**src/sv/csr_sparse_matrix_vector_multiply_top_assert.svh**
```systemverilog
// assertion macros for the csr spmv block
// included by the modules that check their own logic; no other dependencies
`ifndef CSR_SPARSE_MATRIX_VECTOR_MULTIPLY_TOP_ASSERT_SVH
`define CSR_SPARSE_MATRIX_VECTOR_MULTIPLY_TOP_ASSERT_SVH

`ifndef SYNTHESIS
`define CSP_ASSERT_IMPL(name, clk, rst, ante, cons) \
  name: assert property (@(posedge clk) disable iff (rst) (ante) |-> (cons)) \
    else $error("csp assertion failed");
`define CSP_ASSERT_NEXT(name, clk, rst, ante, cons) \
  name: assert property (@(posedge clk) disable iff (rst) (ante) |=> (cons)) \
    else $error("csp assertion failed");
`else
`define CSP_ASSERT_IMPL(name, clk, rst, ante, cons)
`define CSP_ASSERT_NEXT(name, clk, rst, ante, cons)
`endif

`endif

```
**src/sv/csp_pkg.sv**
```systemverilog
// types and constants shared by the csr spmv block
// no dependencies
`default_nettype none

package csp_pkg;

  localparam logic [1:0] OP_LOAD    = 2'd0;
  localparam logic [1:0] OP_NONZERO = 2'd1;
  localparam logic [1:0] OP_EMPTY   = 2'd2;
  localparam logic [1:0] OP_RESTART = 2'd3;

  localparam int INDEX_W      = 10;
  localparam int VALUE_W      = 32;
  localparam int ROW_NUMBER_W = 16;
  localparam int ACC_W        = 64;
  localparam int Q_FRAC       = 16;

  localparam int QUEUE_DEPTH = 4;
  localparam int QUEUE_PTR_W = 2;
  localparam int QUEUE_CNT_W = 3;

  localparam logic signed [VALUE_W-1:0] SUM_MAX = 32'sh7FFF_FFFF;
  localparam logic signed [VALUE_W-1:0] SUM_MIN = 32'sh8000_0000;
  localparam logic signed [ACC_W-1:0]   ACC_MAX = 64'sh7FFF_FFFF_FFFF_FFFF;
  localparam logic signed [ACC_W-1:0]   ACC_MIN = 64'sh8000_0000_0000_0000;

  typedef enum logic [1:0] {
    CMD_LOAD,
    CMD_MAC,
    CMD_EMPTY,
    CMD_RESTART
  } cmd_kind_t;

  typedef struct packed {
    logic [1:0]                opcode;
    logic [INDEX_W-1:0]        index;
    logic signed [VALUE_W-1:0] value;
    logic                      row_end;
  } in_item_t;

  typedef struct packed {
    logic [ROW_NUMBER_W-1:0]   row_number;
    logic signed [VALUE_W-1:0] row_sum;
    logic                      saturated;
  } out_item_t;

  typedef struct packed {
    cmd_kind_t                 kind;
    logic                      in_range;
    logic [INDEX_W-1:0]        index;
    logic signed [VALUE_W-1:0] value;
    logic                      row_end;
  } cmd_t;

endpackage

`default_nettype wire

```
**src/sv/csp_queue.sv**
```systemverilog
// short command queue between front and back end
// depends on csp_pkg and the assertion macro header
`default_nettype none
`include "csr_sparse_matrix_vector_multiply_top_assert.svh"

module csp_queue (
  input  logic          clk,
  input  logic          rst,
  input  logic          push,
  input  csp_pkg::cmd_t push_cmd,
  output logic          full,
  input  logic          pop,
  output logic          head_valid,
  output csp_pkg::cmd_t head
);

  csp_pkg::cmd_t                     slots [csp_pkg::QUEUE_DEPTH];
  logic [csp_pkg::QUEUE_PTR_W-1:0] wr_ptr;
  logic [csp_pkg::QUEUE_PTR_W-1:0] rd_ptr;
  logic [csp_pkg::QUEUE_CNT_W-1:0] count;

  assign full       = count == csp_pkg::QUEUE_CNT_W'(csp_pkg::QUEUE_DEPTH);
  assign head_valid = count != '0;
  assign head       = slots[rd_ptr];

  always_ff @(posedge clk) begin
    if (push) begin
      slots[wr_ptr] <= push_cmd;
    end
  end

  always_ff @(posedge clk) begin
    if (rst) begin
      wr_ptr <= '0;
      rd_ptr <= '0;
      count  <= '0;
    end else begin
      if (push) begin
        wr_ptr <= wr_ptr + 1'b1;
      end
      if (pop) begin
        rd_ptr <= rd_ptr + 1'b1;
      end
      case ({push, pop})
        2'b10:   count <= count + 1'b1;
        2'b01:   count <= count - 1'b1;
        default: count <= count;
      endcase
    end
  end

  `CSP_ASSERT_IMPL(a_no_pop_when_empty, clk, rst, pop, count != '0)
  `CSP_ASSERT_IMPL(a_count_bounded, clk, rst, 1'b1, count <= csp_pkg::QUEUE_CNT_W'(csp_pkg::QUEUE_DEPTH))

endmodule

`default_nettype wire

```
**config.mk**
```make
export PLATFORM = sky130hd
export DESIGN_NAME = csp_queue
export DESIGN_NICKNAME = d
export VERILOG_FILES = /design/src/sv/csp_pkg.sv /design/src/sv/csp_queue.sv
export VERILOG_INCLUDE_DIRS = /design/src /design/src/sv
export SDC_FILE = /design/constraint.sdc
export NUM_CORES = 1
export LEC_CHECK = 0
export ABC_AREA = 0
export CAP_MARGIN = 20
export CORE_MARGIN = 3
export CORE_UTILIZATION = 55
export DETAILED_ROUTE_END_ITERATION = 8
export DONT_BUFFER_PORTS = 1
export PLACE_DENSITY = 0.7
export SYNTH_ARGS = -nofsm -noshare
export SYNTH_HDL_FRONTEND = slang
export SYNTH_SLANG_ARGS = --single-unit
```
**constraint.sdc**
```tcl
create_clock -name clk -period 3.5 [get_ports clk]
set_input_delay 0.7 -clock clk [delete_from_list [all_inputs] [get_ports clk]]
set_output_delay 0.7 -clock clk [all_outputs]
set_load 0.02 [all_outputs]
```
Yosys cells after proc, flatten, opt, wreduce, memory -nomap -nowiden --
Memories as Yosys holds them, arrays and structs flattened. A register that Yosys moved wholly into a read port is not among the register bits. Index checks and enable logic that the tools add are counted.
Operators by class: add/sub/neg operators 4, eq/ne operators 3, muxes and demuxes 5, reductions and logical operators 2
Operators with widths (count):
- one-hot mux 3 bit (2 select lines) | 1
- adder 2 x 1 -> 2 bit, second input constant | 2
- two-way mux 2 bit | 2
- adder 3 x 1 -> 3 bit, second input constant | 1
- == test 3 bit, second input constant | 1
- nonzero test 3 bit | 1
- subtractor 3 x 1 -> 3 bit, second input constant | 1
- == test 2 x 1 -> 1 bit, second input constant | 1
- == test 2 bit, second input constant | 1
- two-way mux 1 bit | 2
- nonzero test 2 bit | 1
Word-level totals: bits in registers 7, RAM bits 184, input port bits 50, output and inout bits 48, logic and storage cells 18, memories kept 1
Memory list:
- slots | depth 4, bits a word 46, rd ports 1, clocked after memory_dff 1, wr ports 1, line csp_queue.sv:17 | csp_pkg::cmd_t slots [csp_pkg::QUEUE_DEPTH];

Longest topological paths before layout --
Gate-level depths: netlist of the first run.
depth after elaboration 3, depth in mapped cells 6, gate-level depth less buffers 6

Worst setup path before layout of the first run --
OpenSTA, ideal clock, no wires.
path type input port to flip-flop, start point input port push, end point memory slots[0][0] (netlist name) (enable), library setup time 408 ps, arrival time 1805 ps, required time 3092 ps, slack 1287 ps, cell stages on the path 1, path buffers 0, cells stage by stage and2_1
Between the ends: word-level cells in the longest chain between the ends 2
RTL lines:
- start, declared | line csp_queue.sv:9 | input logic push,
- two-way mux 1 bit | line csp_queue.sv:27 | if (push) begin
- two-way mux 1 bit (implied by the code) | line csp_queue.sv:28 | slots[wr_ptr] <= push_cmd;
- end, declared | line csp_queue.sv:17
Every way passes these cells.

==> results of run 1 <==
## kinds of logic (layout without fill, tap and decap cells)
logic type               count (synthesis)  in the layout  synth area share (%)
AO/OA/AOI/OAI                            2              2                 0.140
XOR/XNOR                                 5              5                 0.615
AND/OR/NAND/NOR                         15             15                  1.05
adder cells (fa/ha/maj)                  6              6                  1.16
flip-flops                             193            193                  80.1
buffers and inverters                   14             44                  1.84
multiplexers                            48             48                  15.1
## metrics by stage
stage | setup WS, ns | utilization [%] | hold WS (ns)
3_5_place_dp | 1.04 | 59.3 | 0.486
5_1_grt | 0.506 | 63.8 | 0.312
4_1_cts | 0.578 | 63.8 | 0.312
3_3_place_gp | 1.05 | 59.3 | 0.475
2_1_floorplan | 1.29 | - | 0.461
6_report | 0.660 | 63.8 | 0.339
## power by group
part	total [W]	switching, W	internal, W
Clock	0.00180	0.000767	0.00104
Combinational	0.000407	0.000253	0.000153
Sequential	0.00270	0.0000513	0.00265
Total	0.00491	0.00107	0.00384
## routing by layer
metal	vias to the layer above	global-route usage, %
li1	1225	-
met1	1475	21.1
met4	0	6.87
met2	96	27.9
met3	17	7.02
met5	-	0
## layout make-up
cell class                      count  share of cell area [%]
Sequential cell                   193                    72.7
Multi-Input combinational cell     76                    16.5
Clock buffer                       19                    5.51
Tap cell                          168                    2.68
Clock inverter                     12                    1.51
Timing Repair Buffer               10                   0.956
Inverter                            3                   0.143
## worst max-delay path: stages (launching register included)
cell and delay [ns]:
dfxtp_4 0.75, buf_4 0.32, mux4_2 0.60
## final timing paths
| path | end | depth (start not counted) |
|---|---|---|
| min | flip-flop | 1 |
| max | head[21] | 2 |
| max reg2reg | slots[1][4] | 3 |
| min reg2reg | count[2] | 2 |
## sequential cells by signal, indices dropped and copies added (netlist names), named ones only
| name | cells |
|---|---|
| count | 3 |
| wr_ptr | 2 |
| slots | 184 |
| rd_ptr | 2 |
## cell usage in the layout (no fill, tap or decap), types with 2 or more instances in the layout
cell | synthesis | final
xnor2_1 | 3 | 3
clkinv_1 | 0 | 2
edfxtp_1 | 184 | 184
clkinvlp_4 | 0 | 3
mux4_2 | 40 | 40
buf_4 | 0 | 10
ha_1 | 5 | 5
dfxtp_1 | 9 | 7
inv_1 | 3 | 3
mux2i_1 | 2 | 2
xor2_1 | 2 | 2
and2_2 | 0 | 4
or3_1 | 2 | 2
bufinv_16 | 0 | 2
mux4_1 | 6 | 6
clkbuf_1 | 1 | 2
clkbuf_16 | 0 | 17
clkinv_2 | 0 | 4
nor2_1 | 7 | 7
==> results by group, run 1 <==
Detailed routing
  • Met2 Wirelength: 6050 µm
  • Average wire per standard cell: 23.8 µm
  • Wirelength, routed: 11,500 µm
  • Post-DR vias/cell: 5.85
  • Metal3 WL: 898 µm
  • Via count: 2,813
  • Residual DRC count: 0
  • Routed Antenna Nets: 0
  • DRT Pass-1 Iters: 7
  • First DRT Iteration DRCs: 346
  • Max layer used: met4
  • Wl on met1: 4310 µm

Floorplanning
  • Cell row count: 40
  • Die footprint: 14,400 µm²
  • Die width: 120 µm
  • Core area: 12,300 µm²
  • Initial Util: 57.9%
  • Die Y: 120 µm
  • IO Pins: 98

Cells and area
  • Area of the multi-input gates: 1290 µm²
  • Design area: 7850 µm²
  • Fillers: 843
  • Reg area: 5710 µm²
  • Syn-to-layout area delta: 10.2%
  • Ant diodes: 0
  • Share of layout cells above drive strength 1: 26.5%
  • Nets@finish: 357
  • Post-route insts no fill: 481

Worst setup path
  • CP Capture Type: output port
  • Critical path class: flip-flop to output port
  • Crit path DAT: 2.14 ns
  • RR Startpoint: wr_ptr[0]
  • Worst setup SP type: flip-flop
  • WP data required: 2.80 ns
  • Critical-path maximum fanout: 33
  • Reg-to-reg setup timing slack: 1.65 ns

Synth
  • Asr flop ratio synth: 0%
  • Top post-synthesis cells by count: edfxtp_1 (184), mux4_2 (40), dfxtp_1 (9)
  • Synth top area share: 77.5%
  • Most frequent cell after synthesis: edfxtp_1
  • Register area share after synthesis: 80.1%
  • Mapped Area: 7130 µm²
  • Most used DFF post-synth: edfxtp_1
  • Synth warn: 0
  • Synth Instances: 283
  • Post-synth EDFFs: 184
  • Post-Syn Area per Cell: 25.2 µm²
  • Flops & latches, synth: 193
  • Yosys cell types: 22
  • Top cell type by total area after synthesis: edfxtp_1
  • Main area contributors after synthesis: edfxtp_1 (78%), mux4_2 (13%), dfxtp_1 (2.5%), mux4_1 (2.2%), buf_12 (1.1%)
  • Post-synthesis net count: 339

Placed design
  • # port buffers: 0
  • Post-place instance area: 7300 µm²
  • Post-DP HPWL: 7130 µm
  • Cell total after placement: 450
  • GP Congestion: 0.714

GRT
  • Congestion Overflow GR: 0
  • Initial antenna violation count: 0
  • First-pass GRT wire length: 17,900 µm
  • Largest net degree at the start of global routing: 47
  • GRT Total Usage: 17.3%
  • Vias in the first global route: 3,054

STA
  • Clock Skew: 0.00411 ns
  • Final Setup Violations: 0
  • Slew margin rel.: 56.3%
  • Final Hold Viols: 0
  • Final Max Slew Viols: 0
  • Setup TNS: 0 ns
  • Worst Tran Pin Value: 0.654 ns
  • Fmax: 352 MHz
  • Unrepaired setup endpoints after global routing: no
  • Final period util: 81.1%
  • Minimum clock period: 2.84 ns

Outcome
  • Status: finished, final reports clean

CTS
  • Insertion delay to the later sink of the worst-skew pair: 0.42 ns
  • # hold bufs at CTS: 0
  • Worst-path clk slew: 0.06 ns
  • Gates resized, CTS repair: 0
  • Clock buffer depth: 2
  • Clk sink count: 193
  • H-tree depth: 4
  • Postcts setup bufs: 0
  • CTS Buf Count: 17
  • CTS tree: built
  • Root Driver: clkbuf_16

Hold path
  • Hold Path Origin: rst
  • Min-Delay Path Class: input pin to flip-flop

Run
  • Maxcap violations: 0

Pwr
  • PD cells: 625 nW/µm²
  • Tot Pwr: 0.00491 W
  • Leak: 2.48 nW
  • Maximum VDD drop: 0.345 mV
Power figures use the tool's default switching activity.
==> run 2: changes to the inputs <==
clock period = 2.96 ns   (was 3.5 ns; I/O delays follow)
==> run 2 against run 1 <==
  * Sequential share of layout area is 1.1 points lower
  * Clock-buffer cell count is 1 higher
  * Sequential power is 18% higher
  * Clock power is 27% higher
  * Combinational power is 22% higher
  * Core utilization is 1.0 points higher
  * Wire length is 4.1% lower
  * Power is 22% higher
  * Critical path type unchanged
  * Largest cell class unchanged
==> results by group, run 2 (synthesis results as in run 1) <==
Outcome
  • Status: finished, final reports clean

Run
  • Maxcap violations: 0 (unchanged)

Pwr
  • Maximum VDD drop: 0.422 mV (+22%)
  • Leak: 2.50 nW (+1.1%)
  • Comb pwr share: 8.3% (about the same)
  • Switch Pwr: 0.00127 W (+19%)
  • Clk network pwr share: 38.3% (+1.6 points)
  • Switching fraction of total power: 21.3% (-0.51 points)
  • Seq pwr share: 53.3% (-1.7 points)
  • PD cells: 749 nW/µm² (+20%)
  • Internal power: 0.00470 W (+22%)

Floorplanning
  • Die width: 120 µm (unchanged)
  • Die Y: 120 µm (unchanged)
  • Core area: 12,300 µm² (unchanged)
  • Die footprint: 14,400 µm² (unchanged)
  • Initial Util: 57.9% (unchanged)
  • Cell row count: 40 (unchanged)
  • IO Pins: 98 (unchanged)

STA
  • Fmax: 381 MHz
  • Unrepaired setup endpoints after global routing: no
  • Worst Tran Pin Value: 0.657 ns (+0.00309 ns)
  • Minimum clock period: 2.62 ns
  • Setup TNS: 0 ns (unchanged)
  • Final Hold Viols: 0 (unchanged)
  • Final Setup Violations: 0 (unchanged)
  • Final Max Slew Viols: 0 (unchanged)
  • Clock Skew: 0.00483 ns (+0.000717 ns)
  • Final period util: 88.6%
  • Slew margin rel.: 56.1% (-0.21 points)

Worst setup path
  • WP data required: 2.37 ns (-0.43 ns)
  • Crit-path cells: buf_12, mux4_1
  • CP bufs+invs: 1 (unchanged)
  • RR Startpoint: wr_ptr[0]
  • Crit-path slowest cell: mux4_1
  • Crit path DAT: 2.03 ns (-0.11 ns)
  • Crit Reg-Reg Endpoint: slots[0][2]
  • Top cell family by delay on the critical path: multiplexers
  • Worst R2R Path Depth: 4 (+1)
  • Critical path class: flip-flop to output port
  • CP max stage delay: 0.70 ns (-0.05 ns)
  • CP Capture Type: output port
  • Critical-path maximum fanout: 22 (-33%)
  • Worst setup SP type: flip-flop
  • Reg-to-reg setup timing slack: 1.32 ns (-0.33 ns)

Hold path
  • Hold path depth: 1 (unchanged)
  • Min-Delay Path Class: input pin to flip-flop
  • Hold Path Origin: rst

Placed design
  • # port buffers: 0 (unchanged)
  • Post-DP HPWL: 6980 µm (-2.2%)
  • GP Congestion: 0.699 (-2.0%)

Detailed routing
  • DRT Pass-1 Iters: 6 (-1)
  • First DRT Iteration DRCs: 302 (-13%)
  • Wirelength, routed: 11,000 µm (-4.1%)
  • Average wire per standard cell: 22.9 µm (-3.9%)
  • Residual DRC count: 0 (unchanged)
  • Routed Antenna Nets: 0 (unchanged)
  • Post-DR vias/cell: 5.79 (-1.0%)
  • Via count: 2,779 (-1.2%)

CTS
  • CTS tree: built
  • # hold bufs at CTS: 0 (unchanged)
  • Gates resized, CTS repair: 0 (unchanged)
  • Clock buffer depth: 2 (unchanged)
  • CTS Buf Count: 17 (unchanged)
  • H-tree depth: 4 (unchanged)
  • Root Driver: clkbuf_16
  • Worst-path clk slew: 0.06 ns (about the same)
  • Insertion delay to the later sink of the worst-skew pair: 0.41 ns (about the same)
  • Postcts setup bufs: 0 (unchanged)
  • Clk sink count: 193 (unchanged)

Cells and area
  • Final Core Density: 64.8% (+1.0 points)
  • Most flops, register: slots
  • Nets@finish: 355 (-0.56%)
  • Syn-to-layout area delta: 11.9%
  • Share of layout cells above drive strength 1: 26.9% (+0.41 points)
  • Most frequent cells in the layout: edfxtp_1 (184), mux4_2 (40), clkbuf_16 (17)
  • Most common cell after layout, fill and taps aside: edfxtp_1
  • Biggest regs: slots (184), count (3)
  • Max reg flops: 184 (unchanged)
  • Ant diodes: 0 (unchanged)

GRT
  • GRT Total Usage: 16.5% (-0.76 points)
  • Largest net degree at the start of global routing: 32 (-32%)
  • Initial antenna violation count: 0 (unchanged)
  • Vias in the first global route: 2,963 (-3.0%)
  • First-pass GRT wire length: 17,300 µm (-3.2%)
  • Congestion Overflow GR: 0 (unchanged)
[run 2: changes by cell type in the layout (fill, tap and decap cells not counted), sizes merged]
cell	previous run	this run
buf	10	8
bufinv	2	3
clkbuf	19	20
clkinv	7	3
clkinvlp	3	5
inv	3	4
[run 2: layout make-up]
type | count | area [µm²]
fill | 818 | 4340
timing repair buffer | 8 | 135
inverter | 3 | 11.3
sequential | 193 | 5710
tap | 168 | 210
clock inverter | 12 | 158
clock buffer | 20 | 457
multi-input combinational | 76 | 1290
[run 2: per-layer routing]
metal	wire, µm	track usage, %
met5	0	0
met4	123	5.58
met3	1000	7.92
met2	5570	26.3
met1	4290	20.1
[run 2: how the worst max path moves through the flow]
| stage | to | cells after the start | slack (ns) | startpoint |
|---|---|---|---|---|
| final | head[39] | 2 | 0.34 | flip-flop |
| after global routing | head[39] | 2 | 0.20 | flip-flop |
| after CTS | head[45] | 2 | 0.28 | flip-flop |
| after detailed placement | head[45] | 2 | 0.73 | flip-flop |
| after global placement | head[39] | 2 | 0.74 | flip-flop |
| after floorplan | slots[0][0] | 1 | 0.85 | push |
[run 2: power groups by stage]
stage | logic [W] | registers [W] | clock network (W)
2_1_floorplan | 0.000451 | 0.00322 | 0
3_3_place_gp | 0.000508 | 0.00324 | 0
3_5_place_dp | 0.000512 | 0.00325 | 0
4_1_cts | 0.000512 | 0.00319 | 0.00233
5_1_grt | 0.000532 | 0.00320 | 0.00245
6_report | 0.000498 | 0.00319 | 0.00229
[run 2: metrics by stage]
step | instance area [µm²] | worst slack [ns] | cells | hold slack [ns] | power, W
6_report | 7980 | 0.337 | 480 | 0.237 | 0.00598
3_3_place_gp | 7360 | 0.739 | 448 | 0.465 | 0.00375
4_1_cts | 7980 | 0.277 | 480 | 0.214 | 0.00603
3_5_place_dp | 7360 | 0.733 | 448 | 0.487 | 0.00376
5_1_grt | 7980 | 0.202 | 480 | 0.207 | 0.00619
2_1_floorplan | 7130 | 0.855 | 283 | 0.461 | 0.00367
[run 2: worst register-to-register path, cell delays in order, from the launching register on]
cell	delay, ns
dfxtp_1	0.34
inv_1	0.09
ha_1	0.13
and2_2	0.46
buf_12	0.30
==> run 3: changes to the inputs <==
clock period = 2.9 ns   (was 2.96 ns; I/O delays follow)
==> run 3 against run 2 <==
  * First-iteration DRC count down 5.6%
  * Worst hold slack got worse by 0.018 ns
  * Die area unchanged
  * Critical path type unchanged
  * Largest power group unchanged
==> results by group, run 3 (synthesis results as in run 1) <==
Outcome
  • Status: finished, final reports clean

Detailed routing
  • Max layer used: met4
  • Metal3 WL: 986 µm (-1.8%)
  • Residual DRC count: 0 (unchanged)
  • Routed Antenna Nets: 0 (unchanged)
  • Average wire per standard cell: 23.4 µm (+2.1%)
  • Met2 Wirelength: 5750 µm (+3.2%)
  • First DRT Iteration DRCs: 285 (-5.6%)
  • DRT Pass-1 Iters: 4 (-2)
  • Post-DR vias/cell: 5.84 (+0.94%)
  • Wl on met1: 4310 µm (+0.42%)
  • Via count: 2,805 (+0.94%)
  • Wirelength, routed: 11,200 µm (+2.1%)

STA
  • Unrepaired setup endpoints after global routing: no
  • Final period util: 88.0%
  • Fmax: 392 MHz
  • Minimum clock period: 2.55 ns
  • Final Hold Viols: 0 (unchanged)
  • Final Setup Violations: 0 (unchanged)
  • Slew margin rel.: 54.0% (-2.1 points)
  • Setup TNS: 0 ns (unchanged)
  • Final hold slack: 0.220 ns (-0.0177 ns)
  • Clock Skew: 0.00444 ns (-0.000390 ns)
  • Final Max Slew Viols: 0 (unchanged)
  • Worst Tran Pin Value: 0.689 ns (+0.0318 ns)

Worst setup path
  • Worst R2R Path Depth: 4 (unchanged)
  • CP Depth: 2 (unchanged)
  • Worst setup SP type: flip-flop
  • Crit Reg-Reg Endpoint: slots[0][1]
  • CP Capture Type: output port
  • Reg-to-reg setup timing slack: 1.25 ns (-0.07 ns)
  • Critical-path maximum fanout: 25 (+14%)
  • Crit-path slowest cell: mux4_1
  • RR Startpoint: wr_ptr[0]
  • Critical path class: flip-flop to output port
  • Crit-path cells: buf_12, mux4_1
  • CP bufs+invs: 1 (unchanged)
  • Top cell family by delay on the critical path: multiplexers
  • WP data required: 2.32 ns (-0.05 ns)
  • Crit path DAT: 1.97 ns (-0.06 ns)
  • Capture point of the critical path: head[45]
  • CP max stage delay: 0.72 ns (+0.02 ns)

Placed design
  • Post-DP HPWL: 6840 µm (-2.0%)
  • # port buffers: 0 (unchanged)
  • GP Congestion: 0.686 (-1.9%)
  • Post-place instance area: 7350 µm² (-0.17%)
  • Cell total after placement: 448 (unchanged)

CTS
  • Clk sink count: 193 (unchanged)
  • # hold bufs at CTS: 0 (unchanged)
  • Postcts setup bufs: 0 (unchanged)
  • CTS tree: built
  • Gates resized, CTS repair: 0 (unchanged)
  • Worst-path clk slew: 0.06 ns (about the same)
  • H-tree depth: 4 (unchanged)
  • CTS Buf Count: 17 (unchanged)
  • Root Driver: clkbuf_16
  • Clock buffer depth: 2 (unchanged)
  • Insertion delay to the later sink of the worst-skew pair: 0.42 ns (about the same)

Pwr
  • Internal power: 0.00491 W (+4.4%)
  • Switch Pwr: 0.00128 W (+0.82%)
  • Maximum VDD drop: 0.462 mV (+9.4%)
  • Seq pwr share: 52.5% (-0.8 points)
  • Leak: 2.52 nW (+0.55%)
  • PD cells: 776 nW/µm² (+3.6%)
  • Switching fraction of total power: 20.7% (-0.57 points)
  • Comb pwr share: 8.2% (about the same)
  • Clk network pwr share: 39.3% (+1.0 points)

Floorplanning
  • Initial Util: 57.9% (unchanged)
  • Die width: 120 µm (unchanged)
  • IO Pins: 98 (unchanged)
  • Cell row count: 40 (unchanged)
  • Core area: 12,300 µm² (unchanged)
  • Die footprint: 14,400 µm² (unchanged)
  • Die Y: 120 µm (unchanged)

GRT
  • Initial antenna violation count: 0 (unchanged)
  • Largest net degree at the start of global routing: 32 (unchanged)
  • Congestion Overflow GR: 0 (unchanged)
  • GRT Total Usage: 16.8% (+0.28 points)
  • First-pass GRT wire length: 17,200 µm (-0.84%)
  • Vias in the first global route: 3,052 (+3.0%)

Cells and area
  • Nets@finish: 355 (unchanged)
  • Most frequent cells in the layout: edfxtp_1 (184), mux4_2 (40), clkbuf_16 (17)
  • Most common cell after layout, fill and taps aside: edfxtp_1
  • Share of layout cells above drive strength 1: 26.0% (-0.96 points)
  • Post-route insts no fill: 480 (unchanged)
  • Design area: 7970 µm² (about the same)
  • Syn-to-layout area delta: 11.9% (about the same)
  • Biggest regs: slots (184), count (3)
  • Max reg flops: 184 (unchanged)
  • Ant diodes: 0 (unchanged)
  • Most flops, register: slots

Run
  • Maxcap violations: 0 (unchanged)

Hold path
  • Min-Delay Path Class: input pin to flip-flop
==> run 3: changes by cell type in the layout (fill, tap and decap cells not counted), sizes merged <==
cell / change
bufinv: +2
clkbuf: -1
clkinv: +3
clkinvlp: -3
inv: -1
==> run 3: final cells by class <==
type | count | area [µm²]
clock buffer | 19 | 433
clock inverter | 13 | 191
fill | 829 | 4340
inverter | 3 | 11.3
multi-input combinational | 76 | 1290
sequential | 193 | 5710
tap | 168 | 210
timing repair buffer | 8 | 123
==> run 3: power groups by stage <==
stage          logic (W)  clock network [W]  registers [W]
6_report        0.000508            0.00243        0.00325
4_1_cts         0.000525            0.00249        0.00325
3_5_place_dp    0.000523                  0        0.00331
5_1_grt         0.000542            0.00261        0.00327
2_1_floorplan   0.000460                  0        0.00328
3_3_place_gp    0.000519                  0        0.00331
==> run 3: how the worst min path moves through the flow <==
stage	start	slack (ns)	to	cells past startpoint
6_report	rst	0.22	flip-flop	1
5_1_grt	rst	0.19	count[2]	1
4_1_cts	rst	0.19	flip-flop	1
3_5_place_dp	count[2]	0.51	count[2]	2
3_3_place_gp	count[2]	0.47	count[2]	2
2_1_floorplan	count[2]	0.46	count[2]	2
==> run 3: worst register-to-register path, stage by stage, from the launching register on <==
cell	delay [ns]
dfxtp_1	0.35
inv_1	0.09
ha_1	0.13
and2_2	0.47
buf_12	0.29
==> run 3: per-layer routing <==
| metal | GRT usage (%) | vias up |
|---|---|---|
| met1 | 19.7 | 1470 |
| met5 | 0 | - |
| met4 | 6.23 | 0 |
| li1 | - | 1224 |
| met2 | 26.6 | 94 |
| met3 | 8.95 | 17 |
==> run 3: per-stage QoR <==
stage	utilization (%)	setup WS, ns	power (W)
global placement	59.7	0.744	0.00383
CTS	64.8	0.276	0.00627
detailed placement	59.7	0.743	0.00384
global route	64.8	0.212	0.00641
finish	64.8	0.349	0.00619
floorplan	-	0.807	0.00374
